## config.mk

```make
export PLATFORM = sky130hd
export DESIGN_NAME = joystick_expo_shaper_unit
export DESIGN_NICKNAME = d
export VERILOG_FILES = /design/src/jes_pkg.sv /design/src/joystick_expo_shaper_unit.sv /design/src/jes_lane.sv /design/src/jes_merge.sv
export SDC_FILE = /design/constraint.sdc
export NUM_CORES = 2
export LEC_CHECK = 0
export ABC_CLOCK_PERIOD_IN_PS = 10750
export BUFFER_PORTS_ARGS = -buffer_cell sky130_fd_sc_hd__buf_4
export CAP_MARGIN = 10
export CORE_ASPECT_RATIO = 1.2
export CORE_MARGIN = 8
export CORE_UTILIZATION = 55
export CTS_CLUSTER_DIAMETER = 200
export DETAILED_ROUTE_END_ITERATION = 12
export PLACE_DENSITY = 0.78
export SYNTH_ARGS = -nofsm -noshare
export SYNTH_HDL_FRONTEND = slang
export SYNTH_SLANG_ARGS = --single-unit
```

## constraint.sdc

```tcl
create_clock -name clock -period 10.75 [get_ports clock]
set_input_delay 1.6125 -clock clock [delete_from_list [all_inputs] [get_ports clock]]
set_output_delay 1.6125 -clock clock [all_outputs]
set_load 0.03 [all_outputs]
```

## src/jes_pkg.sv

```systemverilog
// ----------------------------------------------------------------------------
// jes_pkg: shared types and constants of the joystick expo shaper
// field widths, fixed-point constants, csr register indexes and lane result
// ----------------------------------------------------------------------------
package jes_pkg;

   localparam int DB_W   = 9;   // deadband register width
   localparam int EXPO_W = 15;  // expo weight register width
   localparam int MOVE_W = 8;   // max move register width
   localparam int FRAC_W = 16;  // shaped fraction, signed q2.14
   localparam int AMT_W  = 9;   // move amount, signed
   localparam int MAG_W  = 15;  // magnitude of a shaped fraction
   localparam int CSR_W  = 15;  // csr data width, widest register
   localparam int IDX_W  = 2;   // csr index width

   localparam int Q_FRAC = 14;
   localparam logic [EXPO_W-1:0] Q_ONE = EXPO_W'(16384);

   // percent grid: m in -100..100, p = m / 100
   localparam logic [7:0]  PCT_SPAN  = 8'd100;
   localparam logic [7:0]  PCT_RANGE = 8'd200;
   localparam logic [13:0] PCT_SQ    = 14'd10000;
   // q_one * 100^2
   localparam logic [28:0] SCALE_NUM = 29'd163840000;

   // division by 100^3 = 2^6 * 15625: shift, then reciprocal multiply
   localparam int DIV_SHIFT = 6;
   localparam int RECIP_SH  = 42;
   localparam logic [63:0] RECIP_FULL = ((64'd1 << RECIP_SH) + 64'd15624) / 64'd15625;
   localparam logic [28:0] RECIP = RECIP_FULL[28:0];

   // csr register indexes
   localparam logic [IDX_W-1:0] CSR_X_DEADBAND  = 2'd0;
   localparam logic [IDX_W-1:0] CSR_Y_DEADBAND  = 2'd1;
   localparam logic [IDX_W-1:0] CSR_EXPO_WEIGHT = 2'd2;
   localparam logic [IDX_W-1:0] CSR_MAX_MOVE    = 2'd3;

   // shaped value of one axis, sign and magnitude
   typedef struct packed {
      logic             neg;
      logic [MAG_W-1:0] mag;
   } lane_result_type;

endpackage

```

## src/joystick_expo_shaper_unit.sv

```systemverilog
// ----------------------------------------------------------------------------
// joystick_expo_shaper_unit: deadband and cubic expo shaping of a stick pair
// two axis lanes in parallel, merged into one shaped fraction and move amount
// ----------------------------------------------------------------------------
// usage
// - command channel: a sample pair (req_x_sample, req_y_sample) is taken at a
//   clock edge with start high and busy low; one beat per cycle is accepted
// - result channel: rsp_strobe marks each result for exactly one cycle, with
//   rsp_shaped_fraction (signed q2.14) and rsp_move_amount (signed)
// - pipeline: each result is registered through the six lane stages (snap,
//   percent map, square, blend, numerator, reciprocal divide) and two merge
//   stages (axis select, move scale)
// - throughput: one beat per cycle while busy is low, every stage is a plain register stage
// - csr port: csr_we writes csr_wdata into register csr_index at the edge;
//   write only with no beat in flight
// - reset: registers take their defaults (deadbands 20, expo 8192, max move
//   10), the pipeline is emptied and busy is high for one cycle
// - the receiver cannot stall, so busy never rises after reset
// ----------------------------------------------------------------------------
module joystick_expo_shaper_unit #(
   parameter int SAMPLE_BITS = 10
) (
   input  logic                              clock,
   input  logic                              reset,
   // command channel
   input  logic                              start,
   output logic                              busy,
   input  logic [SAMPLE_BITS-1:0]            req_x_sample,
   input  logic [SAMPLE_BITS-1:0]            req_y_sample,
   // result channel
   output logic                              rsp_strobe,
   output logic signed [jes_pkg::FRAC_W-1:0] rsp_shaped_fraction,
   output logic signed [jes_pkg::AMT_W-1:0]  rsp_move_amount,
   // csr write port
   input  logic                              csr_we,
   input  logic [jes_pkg::IDX_W-1:0]         csr_index,
   input  logic [jes_pkg::CSR_W-1:0]         csr_wdata
);

   // 6 lane stages + 2 merge stages
   localparam int LATENCY = 8;

   // csr registers
   logic [jes_pkg::DB_W-1:0]   x_db_ff;
   logic [jes_pkg::DB_W-1:0]   y_db_ff;
   logic [jes_pkg::EXPO_W-1:0] expo_ff;
   logic [jes_pkg::MOVE_W-1:0] max_move_ff;

   always_ff @(posedge clock) begin
      if (reset) begin
         x_db_ff     <= jes_pkg::DB_W'(20);
         y_db_ff     <= jes_pkg::DB_W'(20);
         expo_ff     <= jes_pkg::EXPO_W'(8192);
         max_move_ff <= jes_pkg::MOVE_W'(10);
      end else if (csr_we) begin
         case (csr_index)
            jes_pkg::CSR_X_DEADBAND:  x_db_ff     <= csr_wdata[jes_pkg::DB_W-1:0];
            jes_pkg::CSR_Y_DEADBAND:  y_db_ff     <= csr_wdata[jes_pkg::DB_W-1:0];
            jes_pkg::CSR_EXPO_WEIGHT: expo_ff     <= csr_wdata[jes_pkg::EXPO_W-1:0];
            jes_pkg::CSR_MAX_MOVE:    max_move_ff <= csr_wdata[jes_pkg::MOVE_W-1:0];
            default: ;
         endcase
      end
   end

   // weights above one behave as a pure cube
   logic [jes_pkg::EXPO_W-1:0] expo_sat;
   assign expo_sat = (expo_ff > jes_pkg::Q_ONE) ? jes_pkg::Q_ONE : expo_ff;

   // handshake and beat tracking
   logic               busy_ff;
   logic               accept;
   logic [LATENCY-1:0] vld_ff, vld_in;

   assign accept = start && !busy_ff;
   assign vld_in = {vld_ff[LATENCY-2:0], accept};

   always_ff @(posedge clock) begin
      if (reset) begin
         busy_ff <= 1'b1;
         vld_ff  <= '0;
      end else begin
         busy_ff <= 1'b0;
         vld_ff  <= vld_in;
      end
   end

   // axis lanes
   jes_pkg::lane_result_type x_res, y_res;

   jes_lane #(.SAMPLE_BITS(SAMPLE_BITS)) u_lane_x (
      .clock  (clock),
      .sample (req_x_sample),
      .band   (x_db_ff),
      .expo   (expo_sat),
      .result (x_res)
   );

   jes_lane #(.SAMPLE_BITS(SAMPLE_BITS)) u_lane_y (
      .clock  (clock),
      .sample (req_y_sample),
      .band   (y_db_ff),
      .expo   (expo_sat),
      .result (y_res)
   );

   // winner select and move scaling
   jes_merge u_merge (
      .clock           (clock),
      .x_res           (x_res),
      .y_res           (y_res),
      .max_move        (max_move_ff),
      .shaped_fraction (rsp_shaped_fraction),
      .move_amount     (rsp_move_amount)
   );

   assign busy       = busy_ff;
   assign rsp_strobe = vld_ff[LATENCY-1];

   // every strobe traces back to an accepted beat
   a_strobe_from_beat : assert property (@(posedge clock) disable iff (reset)
      rsp_strobe |-> $past(start && !busy, LATENCY))
      else $error("result strobe without an accepted beat");

   // shaped fraction stays within plus or minus one
   a_frac_range : assert property (@(posedge clock) disable iff (reset)
      rsp_strobe |-> (rsp_shaped_fraction <= 16'sd16384 &&
                      rsp_shaped_fraction >= -16'sd16384))
      else $error("shaped fraction out of range");

   // a zero fraction moves nothing
   a_zero_move : assert property (@(posedge clock) disable iff (reset)
      (rsp_strobe && rsp_shaped_fraction == '0) |-> rsp_move_amount == '0)
      else $error("move amount without deflection");

   // move amount follows the sign of the fraction
   a_move_sign : assert property (@(posedge clock) disable iff (reset)
      (rsp_strobe && rsp_move_amount != '0) |->
         rsp_move_amount[jes_pkg::AMT_W-1] == rsp_shaped_fraction[jes_pkg::FRAC_W-1])
      else $error("move amount sign differs from fraction");

endmodule

```

## src/jes_lane.sv

```systemverilog
// ----------------------------------------------------------------------------
// jes_lane: one axis of the shaper
// deadband snap, percent mapping and cubic expo blend, six register stages
// ----------------------------------------------------------------------------
module jes_lane #(
   parameter int SAMPLE_BITS = 10
) (
   input  logic                          clock,
   input  logic [SAMPLE_BITS-1:0]        sample,
   input  logic [jes_pkg::DB_W-1:0]      band,
   input  logic [jes_pkg::EXPO_W-1:0]    expo,
   output jes_pkg::lane_result_type      result
);

   localparam int SB    = SAMPLE_BITS;
   localparam int CMP_W = (SB > jes_pkg::DB_W) ? SB : jes_pkg::DB_W;
   localparam logic [SB-1:0] CENTER = SB'((1 << (SB - 1)) - 1);
   localparam logic [SB:0]   FULL   = (SB + 1)'((1 << SB) - 1);

   // stage 1: deadband snap
   logic [SB:0]   diff;
   logic [SB-1:0] offset;
   logic [SB-1:0] snap_in, snap_ff;

   always_comb begin
      diff = {1'b0, sample} - {1'b0, CENTER};
      offset = diff[SB] ? SB'(-diff) : diff[SB-1:0];
      snap_in = (CMP_W'(offset) < CMP_W'(band)) ? CENTER : sample;
   end

   // stage 2: m = snap * 200 / full - 100, kept as sign and magnitude
   logic [SB+7:0] prod200;
   logic [7:0]    hi_part;
   logic [SB:0]   fold;
   logic [7:0]    pct;
   logic          neg2_in, neg2_ff;
   logic [6:0]    mag2_in, mag2_ff;

   always_comb begin
      prod200 = (SB + 8)'(snap_ff) * (SB + 8)'(jes_pkg::PCT_RANGE);
      hi_part = prod200[SB+7:SB];
      // x / (2^n - 1) = t + (t + r) / (2^n - 1), and t + r stays below twice full
      fold = (SB + 1)'(hi_part) + (SB + 1)'(prod200[SB-1:0]);
      pct = hi_part + ((fold >= FULL) ? 8'd1 : 8'd0);
      neg2_in = pct < jes_pkg::PCT_SPAN;
      mag2_in = neg2_in ? 7'(jes_pkg::PCT_SPAN - pct) : 7'(pct - jes_pkg::PCT_SPAN);
   end

   // stage 3: k = 100^2 - a^2
   logic [13:0] sq;
   logic [13:0] k3_in, k3_ff;
   logic        neg3_ff;
   logic [6:0]  mag3_ff;

   always_comb begin
      sq = 14'(mag2_ff) * 14'(mag2_ff);
      k3_in = jes_pkg::PCT_SQ - sq;
   end

   // stage 4: scale - e * k, the blend numerator over a
   logic [28:0] ek;
   logic [27:0] blend4_in, blend4_ff;
   logic        neg4_ff;
   logic [6:0]  mag4_ff;

   always_comb begin
      ek = 29'(expo) * 29'(k3_ff);
      blend4_in = 28'(jes_pkg::SCALE_NUM - ek);
   end

   // stage 5: numerator times a, low bits of 100^3 shifted out
   logic [34:0] num;
   logic [27:0] num5_in, num5_ff;
   logic        neg5_ff;

   always_comb begin
      num = 35'(blend4_ff) * 35'(mag4_ff);
      num5_in = num[jes_pkg::DIV_SHIFT+27:jes_pkg::DIV_SHIFT];
   end

   // stage 6: divide by 15625 through a reciprocal multiply
   logic [56:0]               quot;
   logic [jes_pkg::MAG_W-1:0] mag6_in;

   always_comb begin
      quot = 57'(num5_ff) * 57'(jes_pkg::RECIP);
      mag6_in = quot[jes_pkg::RECIP_SH+jes_pkg::MAG_W-1:jes_pkg::RECIP_SH];
   end

   jes_pkg::lane_result_type res_ff;

   always_ff @(posedge clock) begin
      snap_ff   <= snap_in;
      neg2_ff   <= neg2_in;
      mag2_ff   <= mag2_in;
      k3_ff     <= k3_in;
      neg3_ff   <= neg2_ff;
      mag3_ff   <= mag2_ff;
      blend4_ff <= blend4_in;
      neg4_ff   <= neg3_ff;
      mag4_ff   <= mag3_ff;
      num5_ff   <= num5_in;
      neg5_ff   <= neg4_ff;
      res_ff.neg <= neg5_ff;
      res_ff.mag <= mag6_in;
   end

   assign result = res_ff;

endmodule

```

## src/jes_merge.sv

```systemverilog
// ----------------------------------------------------------------------------
// jes_merge: picks the winning axis and scales it to a move amount
// two register stages: select, then max_move multiply
// ----------------------------------------------------------------------------
module jes_merge (
   input  logic                              clock,
   input  jes_pkg::lane_result_type          x_res,
   input  jes_pkg::lane_result_type          y_res,
   input  logic [jes_pkg::MOVE_W-1:0]        max_move,
   output logic signed [jes_pkg::FRAC_W-1:0] shaped_fraction,
   output logic signed [jes_pkg::AMT_W-1:0]  move_amount
);

   // stage 1: larger magnitude wins, y on a tie
   jes_pkg::lane_result_type win_in, win_ff;

   assign win_in = (x_res.mag > y_res.mag) ? x_res : y_res;

   // stage 2: truncate toward zero on the magnitude, then apply the sign
   localparam int PW = jes_pkg::MOVE_W + jes_pkg::MAG_W;

   logic [PW-1:0]                      scaled;
   logic [jes_pkg::MOVE_W-1:0]         amt_mag;
   logic signed [jes_pkg::FRAC_W-1:0]  frac_in, frac_ff;
   logic signed [jes_pkg::AMT_W-1:0]   amt_in, amt_ff;

   always_comb begin
      scaled  = PW'(max_move) * PW'(win_ff.mag);
      amt_mag = scaled[jes_pkg::Q_FRAC+jes_pkg::MOVE_W-1:jes_pkg::Q_FRAC];
      frac_in = win_ff.neg ? -$signed({1'b0, win_ff.mag}) : $signed({1'b0, win_ff.mag});
      amt_in  = win_ff.neg ? -$signed({1'b0, amt_mag}) : $signed({1'b0, amt_mag});
   end

   always_ff @(posedge clock) begin
      win_ff  <= win_in;
      frac_ff <= frac_in;
      amt_ff  <= amt_in;
   end

   assign shaped_fraction = frac_ff;
   assign move_amount     = amt_ff;

endmodule
```

== Word level (Yosys, flattened, before mapping) ==
Cells that the tools add are included.
Widths: inputs -> output; s select.

* Bits in registers: 333
* Input port bits: 41
* Output and inout port bits: 27

* Eq/ne operators: 3
* Magnitude comparators: 8
* Reductions and logical operators: 7
* $add $sub $neg: 18
* Multiplexer cells: 11
* Multiply operators: 11

{| class="wikitable"
|+ Operators with widths
! operator !! count
|-
| $mul 28x29->57 const B || 2
|-
| $mul 28x7->34 || 2
|-
| $mul 15x14->28 || 2
|-
| $sub 28x28->28 const A || 2
|-
| $mul 10x5->15 const B || 2
|-
| $mux 15 || 2
|-
| $mul 7x7->14 || 2
|-
| $sub 14x14->14 const A || 2
|-
| $add 8x10->11 || 2
|-
| $ge 11x10->1 const B || 2
|-
| $mul 8x15->22 || 1
|-
| $sub 10x9->11 const B || 2
|-
| $lt 10x9->1 || 2
|-
| $mux 10 || 2
|-
| $neg 10->10 || 2
|-
| $add 8x1->8 || 2
|-
| $lt 8x7->1 const B || 2
|-
| $mux 16 || 1
|-
| $neg 15->16 || 1
|-
| $gt 15x15->1 || 1
|-
| $gt 15x15->1 const B || 1
|-
| $mux 7 || 2
|-
| $sub 7x7->7 const A || 2
|-
| $sub 7x7->7 const B || 2
|-
| other kinds (9) || 15
|}

== Logic depth before layout (Yosys ltp) ==
* Depth in word-level cells: 7
* Mapped depth: 30
* Depth with buffers taken out: 28

== Hierarchy ==
A second synthesis with hierarchy kept.

* Cells, all modules: 7181
* Area total of the unflattened synthesis: 67637.4 sq um

{| class="wikitable"
|+ Modules (own cells, without submodules)
! module !! times used !! area each (sq um) !! cells an instance !! seq. area each (sq um)
|-
| jes_lane (u_lane_y) || 1 || 29843.6 || 3137 || 2382.3
|-
| jes_lane (u_lane_x) || 1 || 29767.3 || 3146 || 2382.3
|-
| jes_merge || 1 || 5990.7 || 703 || 820.8
|-
| joystick_expo_shaper_unit || 1 || 2035.7 || 195 || 1001.0
|}

== Least setup slack after synthesis ==
No wires, ideal clock.

* Kind: reg2reg
* Start point: reg expo_ff[9] in the netlist's numbering
* End point: reg u_lane_y.blend4_ff[24]
* Buffers on the path: 2
* Period minus slack after synthesis: 6.428 ns
* Cell stages (with the launch flop): 26
* Arrival: 6.301 ns
* Setup slack: 4.322 ns
* Cells stage by stage: dfxtp_1 nor4_1 a41oi_1 nor2b_1 clkbuf_1 clkbuf_1 nand2_1 fa_1 inv_1 ha_1 inv_1 fa_1 fa_1 inv_1 fa_1 inv_1 fa_1 ha_1 or4_1 o211ai_1 a21boi_0 o31a_1 a221oi_1 o31a_1 o21ai_0 xor2_1

* Cells in the longest elaborated chain, start to end: 4

{| class="wikitable"
|+ RTL lines
! what !! line !! text
|-
| start: declaration || joystick_expo_shaper_unit.sv:46 || <nowiki>logic [jes_pkg::EXPO_W-1:0] expo_ff;</nowiki>
|-
| start signal: assignment || joystick_expo_shaper_unit.sv:53 || <nowiki>expo_ff <= jes_pkg::EXPO_W'(8192);</nowiki>
|-
| start signal: assignment || joystick_expo_shaper_unit.sv:59 || <nowiki>jes_pkg::CSR_EXPO_WEIGHT: expo_ff <= csr_wdata[jes_pkg::EXPO_W-1:0];</nowiki>
|-
| $gt 15x15->1 || joystick_expo_shaper_unit.sv:68 || <nowiki>assign expo_sat = (expo_ff > jes_pkg::Q_ONE) ? jes_pkg::Q_ONE : expo_ff;</nowiki>
|-
| $mux 15 (*) || joystick_expo_shaper_unit.sv:68 ||
|-
| $mul 15x14->28 (*) || jes_lane.sv:67 || <nowiki>ek = 29'(expo) * 29'(k3_ff);</nowiki>
|-
| $sub 28x28->28 (*) || jes_lane.sv:68 || <nowiki>blend4_in = 28'(jes_pkg::SCALE_NUM - ek);</nowiki>
|-
| via u_lane_y.blend4_in[24] || jes_lane.sv:62 || <nowiki>logic [27:0] blend4_in, blend4_ff;</nowiki>
|-
| end signal: assignment || jes_lane.sv:99 || <nowiki>blend4_ff <= blend4_in;</nowiki>
|-
| end: declaration || jes_lane.sv:62 ||
|}

Mark *: on every way through the listed nets, which the timed path passes. The rest lies on a longest branch.
A chain may end at the register's enable or synchronous reset.

== Final worst setup path ==
* Start point: reg u_lane_x.num5_ff[1]
* End point: reg u_lane_x.res_ff, in the netlist u_lane_x.result[14]

* Cells in the longest elaborated chain, start to end: 1

{| class="wikitable"
|+ RTL lines
! what !! line !! text
|-
| start: declaration || jes_lane.sv:73 || <nowiki>logic [27:0] num5_in, num5_ff;</nowiki>
|-
| start signal: assignment || jes_lane.sv:102 || <nowiki>num5_ff <= num5_in;</nowiki>
|-
| $mul 28x29->57 || jes_lane.sv:86 || <nowiki>quot = 57'(num5_ff) * 57'(jes_pkg::RECIP);</nowiki>
|-
| via u_lane_x.quot[56] || jes_lane.sv:82 || <nowiki>logic [56:0] quot;</nowiki>
|-
| end: declaration || jes_lane.sv:90 || <nowiki>jes_pkg::lane_result_type res_ff;</nowiki>
|}

The timed path passes the listed nets, and every way through them passes these cells.

==> results.json <==
{
  "run_status": "finished, final reports clean",
  "initial_core_util": 0.551,
  "cts_made_buffers": 41,
  "finalCriticalPeriod_ns": 7.62,
  "synth_fp_nets": 9501,
  "core_sq_mm": 0.121,
  "cts.hold.buffers_added": 0,
  "antenna_found_initial": 3,
  "skew_ns": 0.0384,
  "rr_startpoint": "u_lane_x.num5_ff[1]$_DFF_P_",
  "finalSetupTns_ns": 0,
  "post_cts_buffers": 0,
  "hpwl_microns": 130000,
  "grt_busiest_layer": "met2",
  "grt_overflow": 0,
  "synth_cell_type_count": 76,
  "clkSinkCount": 329,
  "path_max_fanout": 6,
  "port_buffers": 67,
  "holdCritStartpoint": "u_lane_x.mag3_ff[2]$_DFF_P_",
  "postSynthAreaPerCell_sq_um": 9.28,
  "hp-class": "reg -> reg",
  "wl_per_cell_microns": 17.7,
  "die_w_microns": 334,
  "htree_levels": 2,
  "hold_depth": 0,
  "drive_gt1_frac": 0.0299,
  "grt_pass1_vias": 52500,
  "areaGrowthSynthToFinish_pct": 5.45,
  "grt_use_met3": 0.0250,
  "rsz0062_at_grt": "no",
  "ys_ff_latch": 329,
  "via_per_inst": 5.45,
  "slew_violations": 0,
  "chipHeight_microns": 397,
  "hold_path_end": "u_lane_x.mag4_ff[2]$_DFF_P_",
  "synth_async_sr_flop_share": 0,
  "seq_area_frac_synth": 0.0988,
  "synth_flop_cell": "dfxtp_1",
  "grt_pass1_wl_microns": 259000,
  "route.detailed.drc": 0,
  "clock_latency_ns": 0.62,
  "gp_congestion": 1.02,
  "drt-initial-drc-count": 2755,
  "synth_area_sq_mm": 0.0666,
  "clock_path_buffers": 3,
  "fmax_mhz": 131,
  "rows": 140,
  "reg2regPathDepth": 21,
  "yosysWarnings": 0,
  "syn_inst": 7179,
  "nets": 9477,
  "hold_viol": 0,
  "track_usage": 0.238,
  "cts_tree": "done",
  "drv_cap": 0,
  "worstMarginPinSlew_ns": 1.13,
  "critPathCaptureType": "register",
  "first_pass_iters": 6,
  "dieArea_sq_mm": 0.133,
  "fin_crit_sh": 0.709,
  "reg2reg_slack_ns": 3.13,
  "reg2reg_to": "u_lane_x.result[14]$_DFF_P_",
  "ant_nets": 0,
  "ctsResizeCount": 0,
  "gr-usage-met1": 0.276,
  "setup_violations": 0,
  "worstPathArrival_ns": 8.16,
  "cts.root.buffer_cell": "clkbuf_16",
  "grt.met2_usage": 0.438,
  "via_count": 47700,
  "start_kind": "register",
  "grt_max_degree": 51,
  "path_clk_slew_ns": 0.07,
  "ioPinCount": 68,
  "synth_edf_count": 0,
  "totalWireLength_microns": 155000,
  "cp_data_required_time_ns": 11.29,
  "relSlewSlack": 0.242,
  "crit_type": "reg -> reg"
}
[cell usage in the layout (no fill, tap or decap), drive strengths merged, types with 115 or more instances in the layout]
| master | count |
|---|---|
| xnor2 | 178 |
| dfxtp | 329 |
| nand2 | 730 |
| a21oi | 181 |
| o21ai | 115 |
| fa | 1224 |
| ha | 1057 |
| inv | 1735 |
| and2 | 404 |
| nor2 | 211 |
[per-stage QoR]
stage	utilization	instances	setup WS [ns]	hold slack (ns)	instance area (sq um)
4_1_cts	0.581	8747	3.03	0.313	70300
6_report	0.581	8749	3.13	0.315	70300
3_3_place_gp	0.569	8672	2.76	0.311	68700
3_5_place_dp	0.569	8673	3.07	0.312	68700
5_1_grt	0.581	8748	2.82	0.329	70300
2_1_floorplan	-	7179	4.32	0.310	66600
[sequential cells by signal, summed over array words and instances (netlist names), 16 cells and up]
register and count:
u_lane_x.num5_ff 28, u_lane_x.blend4_ff 28, u_lane_y.result 16, u_lane_y.blend4_ff 28, u_merge.win_ff 16, u_lane_x.result 16, u_lane_y.num5_ff 28, u_merge.shaped_fraction 16
[worst max-delay path by stage]
| stage | slack (ns) | start | cells past startpoint | end |
|---|---|---|---|---|
| 2_1_floorplan | 4.32 | expo_ff[9]$_SDFFE_PP0P_ | 25 | u_lane_y.blend4_ff[24]$_DFF_P_ |
| 3_3_place_gp | 2.76 | u_lane_x.num5_ff[4]$_DFF_P_ | 20 | u_lane_x.result[9]$_DFF_P_ |
| 3_5_place_dp | 3.07 | u_lane_x.num5_ff[1]$_DFF_P_ | 21 | u_lane_x.result[14]$_DFF_P_ |
| 4_1_cts | 3.03 | u_lane_x.num5_ff[1]$_DFF_P_ | 21 | u_lane_x.result[14]$_DFF_P_ |
| 5_1_grt | 2.82 | u_lane_x.num5_ff[1]$_DFF_P_ | 21 | u_lane_x.result[14]$_DFF_P_ |
| 6_report | 3.13 | u_lane_x.num5_ff[1]$_DFF_P_ | 21 | u_lane_x.result[14]$_DFF_P_ |
[per-layer routing]
metal,wire [microns],up-vias
met5,27,-
met4,8440,4
met3,7080,390
met2,79700,1235
met1,59400,24000
li1,-,22100
[layout make-up]
| class | instances | area (sq um) |
|---|---|---|
| sequential | 329 | 6590 |
| inverter | 1730 | 6490 |
| multi-input combinational | 4951 | 52900 |
| clock inverter | 24 | 407 |
| clock buffer | 50 | 1110 |
| tap | 1562 | 1950 |
| antenna | 1 | 2.50 |
| fill | 10200 | 50600 |
| timing repair buffer | 102 | 768 |
[critical path, cell delays in order (launching register included)]
cell,delay (ns)
dfxtp_1,0.50
inv_1,0.11
fa_1,0.60
inv_1,0.10
fa_1,0.48
fa_1,0.57
fa_1,0.46
fa_1,0.50
fa_1,0.56
fa_1,0.42
ha_1,0.35
and4_1,0.19
and3_1,0.21
nor2b_1,0.14
a41oi_1,0.63
o211a_1,0.31
o311ai_0,0.15
buf_4,0.18
a21oi_1,0.28
nor3_1,0.16
or4_1,0.52
o2111ai_1,0.11
[Yosys cell counts (all sizes together), types with 17 or more instances]
cell	instances	area (sq um)
xor2	63	552
and2	404	2530
a21o	101	758
nand2b	47	294
dfxtp	329	6590
mux2i	17	170
nand4	32	200
xnor2	178	1560
o21bai	21	158
o21a	51	390
a31oi	25	156
ha	1057	13200
o211ai	37	278
clkbuf	165	619
a221oi	24	210
nand3	90	450
nand2	730	2740
or2	17	106
nor3	51	255
o31ai	17	141
o21ai	115	576
fa	1224	24500
and3	33	206
inv	1730	6490
nor2b	61	382
a21oi	181	906
nor2	211	800
[cells by family (layout without fill, tap and decap cells)]
family,after synthesis,in the layout,share of synthesized area
other,0,1,0
multiplexers,20,20,0.00306
flip-flops,329,329,0.0988
XOR/XNOR,241,241,0.0317
AND/OR/NAND/NOR,1730,1730,0.125
AO/OA/AOI/OAI,679,679,0.0678
adder cells (fa/ha/maj),2281,2281,0.566
buffers and inverters,1899,1906,0.107
Power is not shown: default switching activity piles up to over one toggle a cycle in this logic, so the estimate is an artifact.
